--- src/hdl/retransmit_timeout_estimator_unit_assert.svh ---
// ----------------------------------------------------------------------------
// retransmit timeout estimator assertion macros
// concurrent checks that can be compiled out with NO_ASSERTIONS
// ----------------------------------------------------------------------------
`ifndef RETRANSMIT_TIMEOUT_ESTIMATOR_UNIT_ASSERT_SVH
`define RETRANSMIT_TIMEOUT_ESTIMATOR_UNIT_ASSERT_SVH

`ifndef NO_ASSERTIONS

// same-cycle implication
`define RTE_ASSERT_IMPLIES(label, clk, rst, ante, cons) \
   label: assert property (@(posedge clk) disable iff (rst) (ante) |-> (cons)) \
      else $error("rte assertion failed: same-cycle implication");

// next-cycle implication
`define RTE_ASSERT_NEXT(label, clk, rst, ante, cons) \
   label: assert property (@(posedge clk) disable iff (rst) (ante) |=> (cons)) \
      else $error("rte assertion failed: next-cycle implication");

`else

`define RTE_ASSERT_IMPLIES(label, clk, rst, ante, cons)
`define RTE_ASSERT_NEXT(label, clk, rst, ante, cons)

`endif

`endif

--- src/hdl/rte_pkg.sv ---
// ----------------------------------------------------------------------------
// rte_pkg
// shared types and constants of the retransmit timeout estimator
// ----------------------------------------------------------------------------
package rte_pkg;

   typedef enum logic [1:0] {
      CMD_RESTART    = 2'd0,
      CMD_NEW_PACKET = 2'd1,
      CMD_RESPONSE   = 2'd2,
      CMD_TIMEOUT    = 2'd3
   } cmd_type;

   localparam logic [1:0] CSR_MIN_TIMEOUT = 2'd0;
   localparam logic [1:0] CSR_MAX_TIMEOUT = 2'd1;
   localparam logic [1:0] CSR_RETRY_LIMIT = 2'd2;

   localparam int unsigned DEV_INIT_MS        = 750;
   localparam int unsigned RESTART_TIMEOUT_MS = 3000;
   localparam int unsigned MS_PER_SEC         = 1000;

   localparam logic [7:0]  RETRY_MAX = 8'hFF;
   localparam logic [15:0] MS_MAX    = 16'hFFFF;
   localparam logic [6:0]  SEC_MAX   = 7'h7F;

   // floor(y / 1000) == (y * SEC_RECIP) >> SEC_SHIFT for every y below 2^17
   localparam logic [17:0] SEC_RECIP = 18'd134218;
   localparam int unsigned SEC_SHIFT = 27;

   typedef struct packed {
      logic       give_up;
      logic [7:0] retries;
   } status_type;

endpackage

--- src/hdl/rte_update.sv ---
// ----------------------------------------------------------------------------
// rte_update
// estimator state: srtt, deviation, timeout and retry count, updated per item
// ----------------------------------------------------------------------------
`include "retransmit_timeout_estimator_unit_assert.svh"

module rte_update
   import rte_pkg::*;
#(
   parameter int unsigned FRACTION_BITS = 5
) (
   input  logic                      clock,
   input  logic                      reset,
   input  logic                      accept,
   input  cmd_type                   cmd,
   input  logic [23:0]               sample_ms,
   input  logic [15:0]               min_timeout_ms,
   input  logic [15:0]               max_timeout_ms,
   input  logic [7:0]                retry_limit,
   output logic [16+FRACTION_BITS-1:0] timeout_ff,
   output status_type                status
);

   localparam int unsigned EW = 24 + FRACTION_BITS;  // estimator width
   localparam int unsigned TW = 16 + FRACTION_BITS;  // timeout width
   localparam int unsigned CW = EW + 3;              // srtt + 4*dev
   localparam logic [EW-1:0] DEV_INIT = EW'(DEV_INIT_MS) << FRACTION_BITS;
   localparam logic [CW-1:0] RESTART_EST = CW'(RESTART_TIMEOUT_MS) << FRACTION_BITS;
   localparam logic [TW-1:0] TIMEOUT_RESET = TW'(RESTART_TIMEOUT_MS) << FRACTION_BITS;

   logic [EW-1:0]        srtt_ff, srtt_in;
   logic [EW-1:0]        dev_ff, dev_in;
   logic [TW-1:0]        timeout_in;
   logic [7:0]           retry_count_ff, retry_count_in;
   logic                 give_up_ff, give_up_in;

   logic [TW-1:0]        lo_bound, hi_bound;
   logic [EW-1:0]        meas;
   logic signed [EW:0]   delta, delta_mag, dev_diff, srtt_sum, dev_sum;
   logic [EW-1:0]        srtt_upd, dev_upd;
   logic [CW-1:0]        estimate;
   logic [7:0]           retry_inc;

   function automatic logic [TW-1:0] clamp_to_bounds(input logic [CW-1:0] t,
                                                      input logic [TW-1:0] lo,
                                                      input logic [TW-1:0] hi);
      logic [TW-1:0] r;
      // lower bound is tested first; when min exceeds max, t below min gets min, else max
      if (t < CW'(lo)) begin
         r = lo;
      end else if (t > CW'(hi)) begin
         r = hi;
      end else begin
         r = t[TW-1:0];
      end
      return r;
   endfunction

   assign lo_bound = {min_timeout_ms, {FRACTION_BITS{1'b0}}};
   assign hi_bound = {max_timeout_ms, {FRACTION_BITS{1'b0}}};

   // gain 1/8 on srtt, 1/4 on deviation, floor shifts
   assign meas      = {sample_ms, {FRACTION_BITS{1'b0}}};
   assign delta     = $signed({1'b0, meas}) - $signed({1'b0, srtt_ff});
   assign srtt_sum  = $signed({1'b0, srtt_ff}) + (delta >>> 3);
   assign srtt_upd  = srtt_sum[EW-1:0];
   assign delta_mag = delta[EW] ? -delta : delta;
   assign dev_diff  = $signed({1'b0, delta_mag[EW-1:0]}) - $signed({1'b0, dev_ff});
   assign dev_sum   = $signed({1'b0, dev_ff}) + (dev_diff >>> 2);
   assign dev_upd   = dev_sum[EW-1:0];
   assign estimate  = CW'(srtt_upd) + {1'b0, dev_upd, 2'b00};
   assign retry_inc = (retry_count_ff == RETRY_MAX) ? RETRY_MAX : retry_count_ff + 8'd1;

   always_comb begin
      srtt_in        = srtt_ff;
      dev_in         = dev_ff;
      timeout_in     = timeout_ff;
      retry_count_in = retry_count_ff;
      give_up_in     = 1'b0;
      case (cmd)
         CMD_RESTART: begin
            srtt_in    = '0;
            dev_in     = DEV_INIT;
            timeout_in = clamp_to_bounds(RESTART_EST, lo_bound, hi_bound);
         end
         CMD_NEW_PACKET: begin
            retry_count_in = '0;
         end
         CMD_RESPONSE: begin
            retry_count_in = '0;
            if (retry_count_ff != '0) begin
               // retransmitted packet: sample is ambiguous, timeout kept
               srtt_in = '0;
               dev_in  = DEV_INIT;
            end else begin
               srtt_in    = srtt_upd;
               dev_in     = dev_upd;
               timeout_in = clamp_to_bounds(estimate, lo_bound, hi_bound);
            end
         end
         CMD_TIMEOUT: begin
            timeout_in     = clamp_to_bounds(CW'({timeout_ff, 1'b0}), lo_bound, hi_bound);
            retry_count_in = retry_inc;
            give_up_in     = (retry_inc > retry_limit);
         end
         default: begin
            give_up_in = 1'b0;
         end
      endcase
   end

   always_ff @(posedge clock) begin
      if (reset) begin
         srtt_ff        <= '0;
         dev_ff         <= DEV_INIT;
         timeout_ff     <= TIMEOUT_RESET;
         retry_count_ff <= '0;
      end else if (accept) begin
         srtt_ff        <= srtt_in;
         dev_ff         <= dev_in;
         timeout_ff     <= timeout_in;
         retry_count_ff <= retry_count_in;
      end
   end

   always_ff @(posedge clock) begin
      if (accept) begin
         give_up_ff <= give_up_in;
      end
   end

   assign status.give_up = give_up_ff;
   assign status.retries = retry_count_ff;

   `RTE_ASSERT_NEXT(a_timeout_counts_retry, clock, reset, accept && cmd == CMD_TIMEOUT, retry_count_ff != '0)
   `RTE_ASSERT_NEXT(a_give_up_only_on_timeout, clock, reset, accept && cmd != CMD_TIMEOUT, !give_up_ff)
   `RTE_ASSERT_NEXT(a_retry_cleared, clock, reset, accept && (cmd == CMD_NEW_PACKET || cmd == CMD_RESPONSE), retry_count_ff == '0)

endmodule

--- src/hdl/rte_convert.sv ---
// ----------------------------------------------------------------------------
// rte_convert
// result register: timeout rounded to ms and to whole seconds
// ----------------------------------------------------------------------------
module rte_convert
   import rte_pkg::*;
#(
   parameter int unsigned FRACTION_BITS = 5
) (
   input  logic                        clock,
   input  logic                        load,
   input  logic [16+FRACTION_BITS-1:0] timeout,
   input  status_type                  status,
   output logic [6:0]                  timeout_seconds_ff,
   output logic [15:0]                 timeout_ms_ff,
   output logic                        give_up_ff,
   output logic [7:0]                  retries_ff
);

   localparam int unsigned TW = 16 + FRACTION_BITS;
   localparam logic [TW:0] HALF_MS  = (TW+1)'(1) << (FRACTION_BITS - 1);
   localparam logic [TW:0] HALF_SEC = (TW+1)'(MS_PER_SEC / 2) << FRACTION_BITS;

   logic [TW:0]   ms_sum, sec_sum;
   logic [16:0]   ms_round, sec_ms;
   logic [34:0]   sec_prod;
   logic [7:0]    sec_quot;
   logic [15:0]   ms_in;
   logic [6:0]    sec_in;

   assign ms_sum   = (TW+1)'(timeout) + HALF_MS;
   assign ms_round = ms_sum[TW:FRACTION_BITS];
   assign ms_in    = (ms_round > 17'(MS_MAX)) ? MS_MAX : ms_round[15:0];

   // half a second added before truncating to ms, then divided by 1000 via reciprocal
   assign sec_sum  = (TW+1)'(timeout) + HALF_SEC;
   assign sec_ms   = sec_sum[TW:FRACTION_BITS];
   assign sec_prod = 35'(sec_ms) * 35'(SEC_RECIP);
   assign sec_quot = sec_prod[SEC_SHIFT+7:SEC_SHIFT];
   assign sec_in   = (sec_quot > 8'(SEC_MAX)) ? SEC_MAX : sec_quot[6:0];

   always_ff @(posedge clock) begin
      if (load) begin
         timeout_seconds_ff <= sec_in;
         timeout_ms_ff      <= ms_in;
         give_up_ff         <= status.give_up;
         retries_ff         <= status.retries;
      end
   end

endmodule

--- src/hdl/retransmit_timeout_estimator_unit.sv ---
// ----------------------------------------------------------------------------
// retransmit_timeout_estimator_unit
// smoothed rtt / deviation estimator producing the retransmission timeout
// ----------------------------------------------------------------------------
// usage:
//   req_* carries one command (restart, new packet, response, timeout) and
//   an rtt sample in ms; rsp_* returns one result per command: timeout in
//   rounded seconds and ms, the give-up flag and the retry count.
//   csr_* writes min/max timeout bounds and the retry limit while idle;
//   writes apply from the next clamp on and leave the stored timeout as is.
// timing:
//   the estimator state updates at the accepting edge; the result register
//   loads when rsp is empty or taken; one item per cycle is sustained while
//   rsp_ready is high, set by the single state update stage.
// reset:
//   srtt 0, deviation 750 ms, timeout 3000 ms, retries 0, bounds 2000 and
//   60000 ms, retry limit 3; both pipeline stages empty.
// stall:
//   a held rsp keeps its result; one more item is taken into the state
//   stage, then req_ready drops until rsp_ready returns.
// ----------------------------------------------------------------------------
`include "retransmit_timeout_estimator_unit_assert.svh"

module retransmit_timeout_estimator_unit
   import rte_pkg::*;
#(
   parameter int unsigned FRACTION_BITS = 5
) (
   input  logic        clock,
   input  logic        reset,
   input  logic        req_valid,
   output logic        req_ready,
   input  logic [1:0]  req_cmd,
   input  logic [23:0] req_sample_ms,
   output logic        rsp_valid,
   input  logic        rsp_ready,
   output logic [6:0]  rsp_timeout_seconds,
   output logic [15:0] rsp_timeout_ms,
   output logic        rsp_give_up,
   output logic [7:0]  rsp_retries,
   input  logic        csr_write_en,
   input  logic [1:0]  csr_index,
   input  logic [15:0] csr_wdata
);

   localparam logic [15:0] MIN_TIMEOUT_RESET = 16'd2000;
   localparam logic [15:0] MAX_TIMEOUT_RESET = 16'd60000;
   localparam logic [7:0]  RETRY_LIMIT_RESET = 8'd3;

   logic [15:0]  min_timeout_ff;
   logic [15:0]  max_timeout_ff;
   logic [7:0]   retry_limit_ff;

   logic         stage_valid_ff, stage_valid_in;
   logic         rsp_valid_ff, rsp_valid_in;
   logic         accept;
   logic         out_load;

   logic [16+FRACTION_BITS-1:0] timeout;
   status_type                  status;

   always_ff @(posedge clock) begin
      if (reset) begin
         min_timeout_ff <= MIN_TIMEOUT_RESET;
         max_timeout_ff <= MAX_TIMEOUT_RESET;
         retry_limit_ff <= RETRY_LIMIT_RESET;
      end else if (csr_write_en) begin
         case (csr_index)
            CSR_MIN_TIMEOUT: min_timeout_ff <= csr_wdata;
            CSR_MAX_TIMEOUT: max_timeout_ff <= csr_wdata;
            CSR_RETRY_LIMIT: retry_limit_ff <= csr_wdata[7:0];
            default: begin
               min_timeout_ff <= min_timeout_ff;
            end
         endcase
      end
   end

   // state stage feeds the result register; both can hold an item
   assign out_load       = stage_valid_ff && (!rsp_valid_ff || rsp_ready);
   assign req_ready      = !stage_valid_ff || out_load;
   assign accept         = req_valid && req_ready;
   assign stage_valid_in = accept || (stage_valid_ff && !out_load);
   assign rsp_valid_in   = out_load || (rsp_valid_ff && !rsp_ready);

   always_ff @(posedge clock) begin
      if (reset) begin
         stage_valid_ff <= 1'b0;
         rsp_valid_ff   <= 1'b0;
      end else begin
         stage_valid_ff <= stage_valid_in;
         rsp_valid_ff   <= rsp_valid_in;
      end
   end

   assign rsp_valid = rsp_valid_ff;

   rte_update #(
      .FRACTION_BITS(FRACTION_BITS)
   ) u_update (
      .clock          (clock),
      .reset          (reset),
      .accept         (accept),
      .cmd            (cmd_type'(req_cmd)),
      .sample_ms      (req_sample_ms),
      .min_timeout_ms (min_timeout_ff),
      .max_timeout_ms (max_timeout_ff),
      .retry_limit    (retry_limit_ff),
      .timeout_ff     (timeout),
      .status         (status)
   );

   rte_convert #(
      .FRACTION_BITS(FRACTION_BITS)
   ) u_convert (
      .clock              (clock),
      .load               (out_load),
      .timeout            (timeout),
      .status             (status),
      .timeout_seconds_ff (rsp_timeout_seconds),
      .timeout_ms_ff      (rsp_timeout_ms),
      .give_up_ff         (rsp_give_up),
      .retries_ff         (rsp_retries)
   );

   `RTE_ASSERT_IMPLIES(a_ready_low_only_when_full, clock, reset, !req_ready,
                       stage_valid_ff && rsp_valid_ff && !rsp_ready)
   `RTE_ASSERT_NEXT(a_accept_fills_stage, clock, reset, accept, stage_valid_ff)
   `RTE_ASSERT_NEXT(a_stage_moves_to_output, clock, reset,
                    stage_valid_ff && !rsp_valid_ff, rsp_valid_ff)

endmodule
--- config.mk ---
export PLATFORM = sky130hd
export DESIGN_NAME = retransmit_timeout_estimator_unit
export DESIGN_NICKNAME = d
export VERILOG_FILES = /design/src/hdl/rte_pkg.sv /design/src/hdl/rte_update.sv /design/src/hdl/rte_convert.sv /design/src/hdl/retransmit_timeout_estimator_unit.sv
export VERILOG_INCLUDE_DIRS = /design/src /design/src/hdl
export SDC_FILE = /design/constraint.sdc
export NUM_CORES = 1
export LEC_CHECK = 0
export BUFFER_PORTS_ARGS = -buffer_cell sky130_fd_sc_hd__buf_2
export CORE_ASPECT_RATIO = 1.2
export CORE_MARGIN = 3
export CORE_UTILIZATION = 31
export CTS_CLUSTER_DIAMETER = 80
export DETAILED_ROUTE_END_ITERATION = 16
export PLACE_DENSITY = 0.56
export SYNTH_ARGS = -nofsm -noshare
export SYNTH_HDL_FRONTEND = slang
export SYNTH_HIERARCHICAL = 1
export SYNTH_SLANG_ARGS = --single-unit
--- constraint.sdc ---
create_clock -name clock -period 17.4 [get_ports clock]
set_clock_uncertainty 0.15 [all_clocks]
set_input_delay 0 -clock clock [delete_from_list [all_inputs] [get_ports clock]]
set_output_delay 0 -clock clock [all_outputs]
set_load 0.005 [all_outputs]
==> results of run 1 <==
[metal layers]
metal,track usage,wire [microns],vias to the layer above
met3,0.0272,2440,62
met4,0.0484,1240,0
met2,0.323,30900,420
met5,0,0,-
li1,-,-,9137
met1,0.209,25800,8813
[final timing paths]
| path | end | slack, ns |
|---|---|---|
| setup / recovery | u_update/timeout_ff[15] | 6.00 |
| hold / removal | max_timeout_ff[15] | 0.19 |
| setup reg to reg | u_update/timeout_ff[15] | 6.00 |
| hold reg to reg | u_convert/give_up_ff | 0.28 |
[cells in the mapped netlist (7+ instances only)]
| cell type | count |
|---|---|
| sky130_fd_sc_hd__ha_1 | 348 |
| sky130_fd_sc_hd__inv_1 | 245 |
| sky130_fd_sc_hd__nor2_1 | 214 |
| sky130_fd_sc_hd__a21oi_1 | 163 |
| sky130_fd_sc_hd__nand2_1 | 141 |
| sky130_fd_sc_hd__dfxtp_1 | 129 |
| sky130_fd_sc_hd__xnor2_1 | 113 |
| sky130_fd_sc_hd__o21ai_0 | 99 |
| sky130_fd_sc_hd__nand2b_1 | 68 |
| sky130_fd_sc_hd__a22oi_1 | 65 |
| sky130_fd_sc_hd__a21o_1 | 61 |
| sky130_fd_sc_hd__mux2i_1 | 61 |
| sky130_fd_sc_hd__xor2_1 | 57 |
| sky130_fd_sc_hd__nand3_1 | 50 |
| sky130_fd_sc_hd__clkbuf_1 | 49 |
| sky130_fd_sc_hd__nor3_1 | 47 |
| sky130_fd_sc_hd__fa_1 | 44 |
| sky130_fd_sc_hd__edfxtp_1 | 33 |
| sky130_fd_sc_hd__nor2b_1 | 29 |
| sky130_fd_sc_hd__a211oi_1 | 27 |
| sky130_fd_sc_hd__a31oi_1 | 27 |
| sky130_fd_sc_hd__and3_1 | 25 |
| sky130_fd_sc_hd__o211ai_1 | 25 |
| sky130_fd_sc_hd__o21bai_1 | 24 |
| sky130_fd_sc_hd__nand4_1 | 23 |
| sky130_fd_sc_hd__o21a_1 | 23 |
| sky130_fd_sc_hd__buf_2 | 18 |
| sky130_fd_sc_hd__o21ai_1 | 14 |
| sky130_fd_sc_hd__o22ai_1 | 14 |
| sky130_fd_sc_hd__a221o_1 | 12 |
| sky130_fd_sc_hd__nor4_1 | 12 |
| sky130_fd_sc_hd__and2_1 | 10 |
| sky130_fd_sc_hd__and4_1 | 10 |
| sky130_fd_sc_hd__or3_1 | 10 |
| sky130_fd_sc_hd__a41oi_1 | 8 |
| sky130_fd_sc_hd__or2_2 | 8 |
| sky130_fd_sc_hd__a22o_1 | 7 |
| sky130_fd_sc_hd__o221ai_1 | 7 |
[tightest hold or removal path: cells and delay by family]
kind / cells / cell delay, ns
and+or+nand+nor: 1 / 0.04
buffers and inverters: 2 / 0.63
muxes: 1 / 0.11
[power groups by stage]
stage | registers [uW] | logic (uW) | clock network [uW]
global placement | 446 | 3430 | 0
finish | 438 | 3550 | 397
global route | 442 | 4020 | 420
detailed placement | 446 | 3500 | 0
floorplan | 434 | 2690 | 0
CTS | 438 | 3540 | 410
[registers in the layout (all words and copies together) (netlist names)]
register                      count
u_update/dev_ff                  29
u_update/srtt_ff                 29
u_update/timeout_ff              21
max_timeout_ff                   16
min_timeout_ff                   16
u_convert/timeout_ms_ff          16
retry_limit_ff                    8
u_convert/retries_ff              8
u_update/retry_count_ff           8
u_convert/timeout_seconds_ff      7
rsp_valid                         1
stage_valid_ff                    1
u_convert/give_up_ff              1
u_update/give_up_ff               1
[layout make-up]
| type | count | area, sq um |
|---|---|---|
| clock buffer | 17 | 425 |
| clock inverter | 15 | 159 |
| fill | 6781 | 42200 |
| inverter | 248 | 931 |
| multi-input combinational | 1992 | 15600 |
| sequential | 162 | 3570 |
| tap | 832 | 1040 |
| timing repair buffer | 132 | 878 |
[logic make-up after synthesis]
group | after synthesis | synth area share
compound gates | 674 | 0.228
xor+xnor | 173 | 0.0757
fa+ha+maj | 392 | 0.257
buf+inv | 323 | 0.0626
flops | 162 | 0.175
mux | 67 | 0.0332
simple gates | 686 | 0.169
[stage by stage]
stage,util,instances,hold WS [ns]
final,0.348,3398,0.187
after global routing,0.348,3398,0.189
after CTS,0.348,3398,0.153
after detailed placement,0.334,3330,0.112
after global placement,0.334,3330,0.0902
after floorplan,-,2477,-0.0300
[timing repair]
| item | in CTS | in global routing |
|---|---|---|
| endpoints found under the hold margin | 59 | 0 |
| resized for setup | 0 | 0 |
| hold buffers | 36 | 0 |
==> run summary, run 1 <==
Maximum single-stage delay on the critical path: 0.56 ns
Post-placement cell area: 21600 sq um
Proportion of synthesized chip area in sequential cells: 0.175
Top post-synthesis cells by area: sky130_fd_sc_hd__ha_1 21%, sky130_fd_sc_hd__dfxtp_1 13%, sky130_fd_sc_hd__edfxtp_1 4.9%
Power consumption: 4390 uW
Worst setup slack before clock tree synthesis: 6.18 ns
Critical path buffers and inverters: 3
Kind of launch point of the worst setup path: flip-flop
Number of cells on the critical path: 50
Critical Path Fanout Max: 22
Synthesized net count: 2918
Design Area, Final: 22600 sq um
DRC violation count after routing: 0
Via count of the first global-routing pass: 18400
Die span in y: 287 microns
Overall track demand over capacity in global routing: 0.175
Bufs on Longest Clock Path: 2
Min Tclk post-route: 11.40 ns
CP startpoint: u_update/srtt_ff[18]
Initial DRT Pass Iterations: 5
Relative slew slack: 0.239
Synthesized area per cell: 8.24 sq um
Net Sw Power: 2340 uW
Hold crit path type: in2reg
HPWL after detailed placement: 48500 microns
Number of maximum-capacitance violations: 0
Global placement routability congestion: 0.908
Area share of the largest cell type after synthesis: 0.213
Part of the total power dissipated in combinational logic: 0.810
Leakage: 0.0101 uW
Cell type with the highest occurrence count on the critical path: sky130_fd_sc_hd__a21o_1
Commonest non-fill, non-tap cells in the layout: 348 x sky130_fd_sc_hd__ha_1, 245 x sky130_fd_sc_hd__inv_1, 214 x sky130_fd_sc_hd__nor2_1, 163 x sky130_fd_sc_hd__a21oi_1, 140 x sky130_fd_sc_hd__nand2_1
Sink count of the clock tree: 162
Async set-reset flop share out of synthesis: 0
Depth of the CTS H-tree: 4
Max IR drop VDD: 0.000184 V
Clock latency of the later-clocked register in the worst-skew pair: 0.49 ns
Count of state elements after synthesis: 162
WL/cell: 17.8 microns
Min setup slack post-route: 6.00 ns
Detailed-route vias per instance: 5.42
Critical path's slowest cell: sky130_fd_sc_hd__or4b_1
Core footprint: 64800 sq um
Largest net degree at the start of global routing: 73
Max Clk Rate: 87.8 MHz
Final number of hold-violating endpoints: 0
Detailed router's first-iteration violation count: 986
Die X-Extent: 240 microns
Final Cycle Share: 0.655
Instance count along the most critical hold path: 4
Setup tns final: 0 ns
Family with the most delay on the worst path: compound AO/OA/AOI/OAI gates
Boundary Pins: 83
Post-Syn Area: 20400 sq um
Row cnt: 102
Number of buffer cells added on primary ports: 82
Num CTS Buffers: 17
Path depth of the worst reg2reg path: 50
DRT antenna net count: 0
Total detailed-routing wirelength: 60400 microns
Number of nets in the layout: 2994
Area Growth Syn to Fin: 10.7%
Switching power share of the total: 0.533
Clock tree from TritonCTS: done
Post-CTS Setup Inserts: 0
Number of synthesized flops with an enable pin: 33
Cell taking the most area after synthesis: sky130_fd_sc_hd__ha_1
Fin. max-slew vios: 0
Worst EP arrival: 11.68 ns
Share of final-layout standard cells stronger than drive strength 1: 0.0756
Total congestion overflow: 0
Result of the run: finished clean
Part of the power in the clock network: 0.090
Launching point of the worst reg2reg path: u_update/srtt_ff[18]
Ant. Diodes: 0
Wire length of the first global-routing pass: 96500 microns
Initial standard-cell utilization of the core: 0.315
Total via count after detailed routing: 18400
Worst setup path category: reg2reg
Pwr dens: 194 nW/um^2
Main flop type after synthesis: sky130_fd_sc_hd__dfxtp_1
Cell count after synthesis: 2477
Initial antenna violation count: 0
Hold path start: csr_wdata[15]
Post-synthesis cell type count: 109
Clock Tree Root: sky130_fd_sc_hd__clkbuf_16
Worst endpoint required time: 17.69 ns
Die Footprint: 69000 sq um
Number of endpoints failing setup at the final stage: 0
Clock transition at the registers of the reported paths: 0.08 ns
Internal power: 2050 uW
Endpoint kind of the worst setup timing path: flip-flop
Count of yosys warnings during synthesis: 6
Portion of total power attributed to sequential cells: 0.100
RSZ-0062 raised after global routing: false
Least-Margin Pin Slew: 1.14 ns
Most common cell after layout, fill and taps aside: sky130_fd_sc_hd__ha_1
Power figures use the tool's default switching activity.
==> run 2, diff against run 1 <==
- clock period: 17.4 -> 11.47 ns (I/O delays scaled with it)
==> run summary, run 2 (synthesis results as in run 1) <==
Result of the run: finished clean
Pwr dens: 299 nW/um^2
Met1 routing resource usage after global routing: 0.212
Path depth of the worst reg2reg path: 46
Bufs on Longest Clock Path: 2
HPWL after detailed placement: 48800 microns
Launching point of the worst reg2reg path: u_update/srtt_ff[18]
Setup tns final: 0 ns
Number of endpoints failing setup at the final stage: 0
WHS: 0.178 ns
Detailed router's first-iteration violation count: 1112
Fin. max-slew vios: 0
Ant. Diodes: 0
Leakage: 0.0101 uW
Via count of the first global-routing pass: 18400
Clock latency of the later-clocked register in the worst-skew pair: 0.48 ns
Final number of hold-violating endpoints: 0
Row cnt: 102
Share of final-layout standard cells stronger than drive strength 1: 0.0794
Post-CTS Setup Inserts: 0
DRT antenna net count: 0
Area Growth Syn to Fin: 10.9%
WL/cell: 18.0 microns
Hold crit path type: in2reg
Die X-Extent: 240 microns
Number of nets in the layout: 2997
Layout filler cell count: 6761
Wire length of the first global-routing pass: 96400 microns
Power consumption: 6770 uW
Max IR drop VDD: 0.000278 V
Number of buffer cells added on primary ports: 82
Min Tclk post-route: 10.83 ns
Worst setup path category: reg2reg
Final Cycle Share: 0.944
Number of maximum-capacitance violations: 0
Worst endpoint required time: 11.75 ns
Largest net degree at the start of global routing: 71
Worst setup slack before clock tree synthesis: 0.617 ns
Depth of the CTS H-tree: 4
RSZ-0062 raised after global routing: true
Die Footprint: 69000 sq um
Grt met2 use: 0.314
Least-Margin Pin Slew: 1.14 ns
Total congestion overflow: 0
Global placement routability congestion: 0.908
Critical Path Fanout Max: 9
Num CTS Buffers: 17
Maximum single-stage delay on the critical path: 0.58 ns
Die span in y: 287 microns
GRT busiest layer: met2
Initial standard-cell utilization of the core: 0.315
Total detailed-routing wirelength: 61200 microns
Critical R2R Capture: u_update/timeout_ff[15]
Kind of launch point of the worst setup path: flip-flop
Max Clk Rate: 92.4 MHz
Clock transition at the registers of the reported paths: 0.08 ns
R2R Setup Slk: 0.64 ns
Core footprint: 64800 sq um
Critical path's slowest cell: sky130_fd_sc_hd__a2111oi_0
Relative slew slack: 0.242
Initial antenna violation count: 0
Clock tree from TritonCTS: done
Detailed-route vias per instance: 5.48
Min setup slack post-route: 0.643 ns
GR Layer Usage met3: 0.0221
Total via count after detailed routing: 18600
Worst EP arrival: 11.11 ns
Overall track demand over capacity in global routing: 0.175
Top flop regs: u_update/dev_ff x29, u_update/srtt_ff x29, u_update/timeout_ff x21
Commonest non-fill, non-tap cells in the layout: 348 x sky130_fd_sc_hd__ha_1, 245 x sky130_fd_sc_hd__inv_1, 213 x sky130_fd_sc_hd__nor2_1, 163 x sky130_fd_sc_hd__a21oi_1, 140 x sky130_fd_sc_hd__nand2_1
CP startpoint: u_update/srtt_ff[18]
Most common cell after layout, fill and taps aside: sky130_fd_sc_hd__ha_1
DRC violation count after routing: 0
Clock Tree Root: sky130_fd_sc_hd__clkbuf_16
Cell type with the highest occurrence count on the critical path: sky130_fd_sc_hd__ha_1
Initial DRT Pass Iterations: 5
Boundary Pins: 83
Sink count of the clock tree: 162
Critical path capture point: u_update/timeout_ff[15]
Endpoint kind of the worst setup timing path: flip-flop
-- run 2: changes by cell type in the layout (fill, tap and decap cells not counted), moves of 2 or more --
cell / delta
sky130_fd_sc_hd__nor3_1: -3
sky130_fd_sc_hd__inv_8: -3
sky130_fd_sc_hd__inv_6: +2
sky130_fd_sc_hd__nor3_2: +3
sky130_fd_sc_hd__buf_4: +4
-- run 2: layout make-up --
class                      instances  area (sq um)  area share
multi-input combinational       1992         15600       0.690
timing repair buffer             135           898      0.0397
clock buffer                      17           425      0.0188
sequential                       162          3570       0.158
inverter                         248           931      0.0411
clock inverter                    15           159     0.00702
tap                              832          1040      0.0460
-- run 2: per-stage QoR --
step,instance area (sq um),instances,utilization
global placement,21700,3334,0.334
finish,22600,3401,0.349
global route,22600,3401,0.349
floorplan,20400,2477,-
detailed placement,21700,3334,0.334
CTS,22600,3401,0.349
-- run 2: layer usage --
layer | wire (microns) | part of all wire
met1 | 26100 | 0.43
met3 | 2750 | 0.045
met2 | 30500 | 0.50
met5 | 0 | 0
met4 | 1920 | 0.031
-- run 2: power by group --
| part | internal [uW] | total [uW] | switching (uW) |
|---|---|---|---|
| logic | 2230 | 5510 | 3280 |
| clock network | 291 | 594 | 303 |
| registers | 621 | 664 | 43.6 |
-- run 2: what timing repair did --
action | 4_1_cts | 5_1_grt
hold endpoints to repair | 60 | 0
hold buffers | 35 | 0
gates resized for setup | 0 | 9
endpoints found under the setup margin | 0 | 17
-- run 2: worst max-delay path, delay by kind of cell, from the launching register on --
kind | cells | cell delay, ns
and+or+nand+nor | 12 | 2.33
AOI/OAI and AO/OA | 23 | 5.35
adders and majority gates | 5 | 1.78
DFF | 1 | 0.36
xor gates and xnor gates | 3 | 0.50
buffers and inverters | 3 | 0.27
-- run 2: worst min path at each step --
stage	start	endpoint	slack [ns]	depth (start not counted)
after CTS	csr_wdata[15]	max_timeout_ff[15]	0.16	4
after detailed placement	req_valid	stage_valid_ff	0.10	3
after global routing	csr_wdata[15]	max_timeout_ff[15]	0.20	4
final	csr_wdata[15]	max_timeout_ff[15]	0.18	4
after global placement	req_valid	stage_valid_ff	0.09	3
after floorplan	rsp_ready	req_ready	-0.03	1
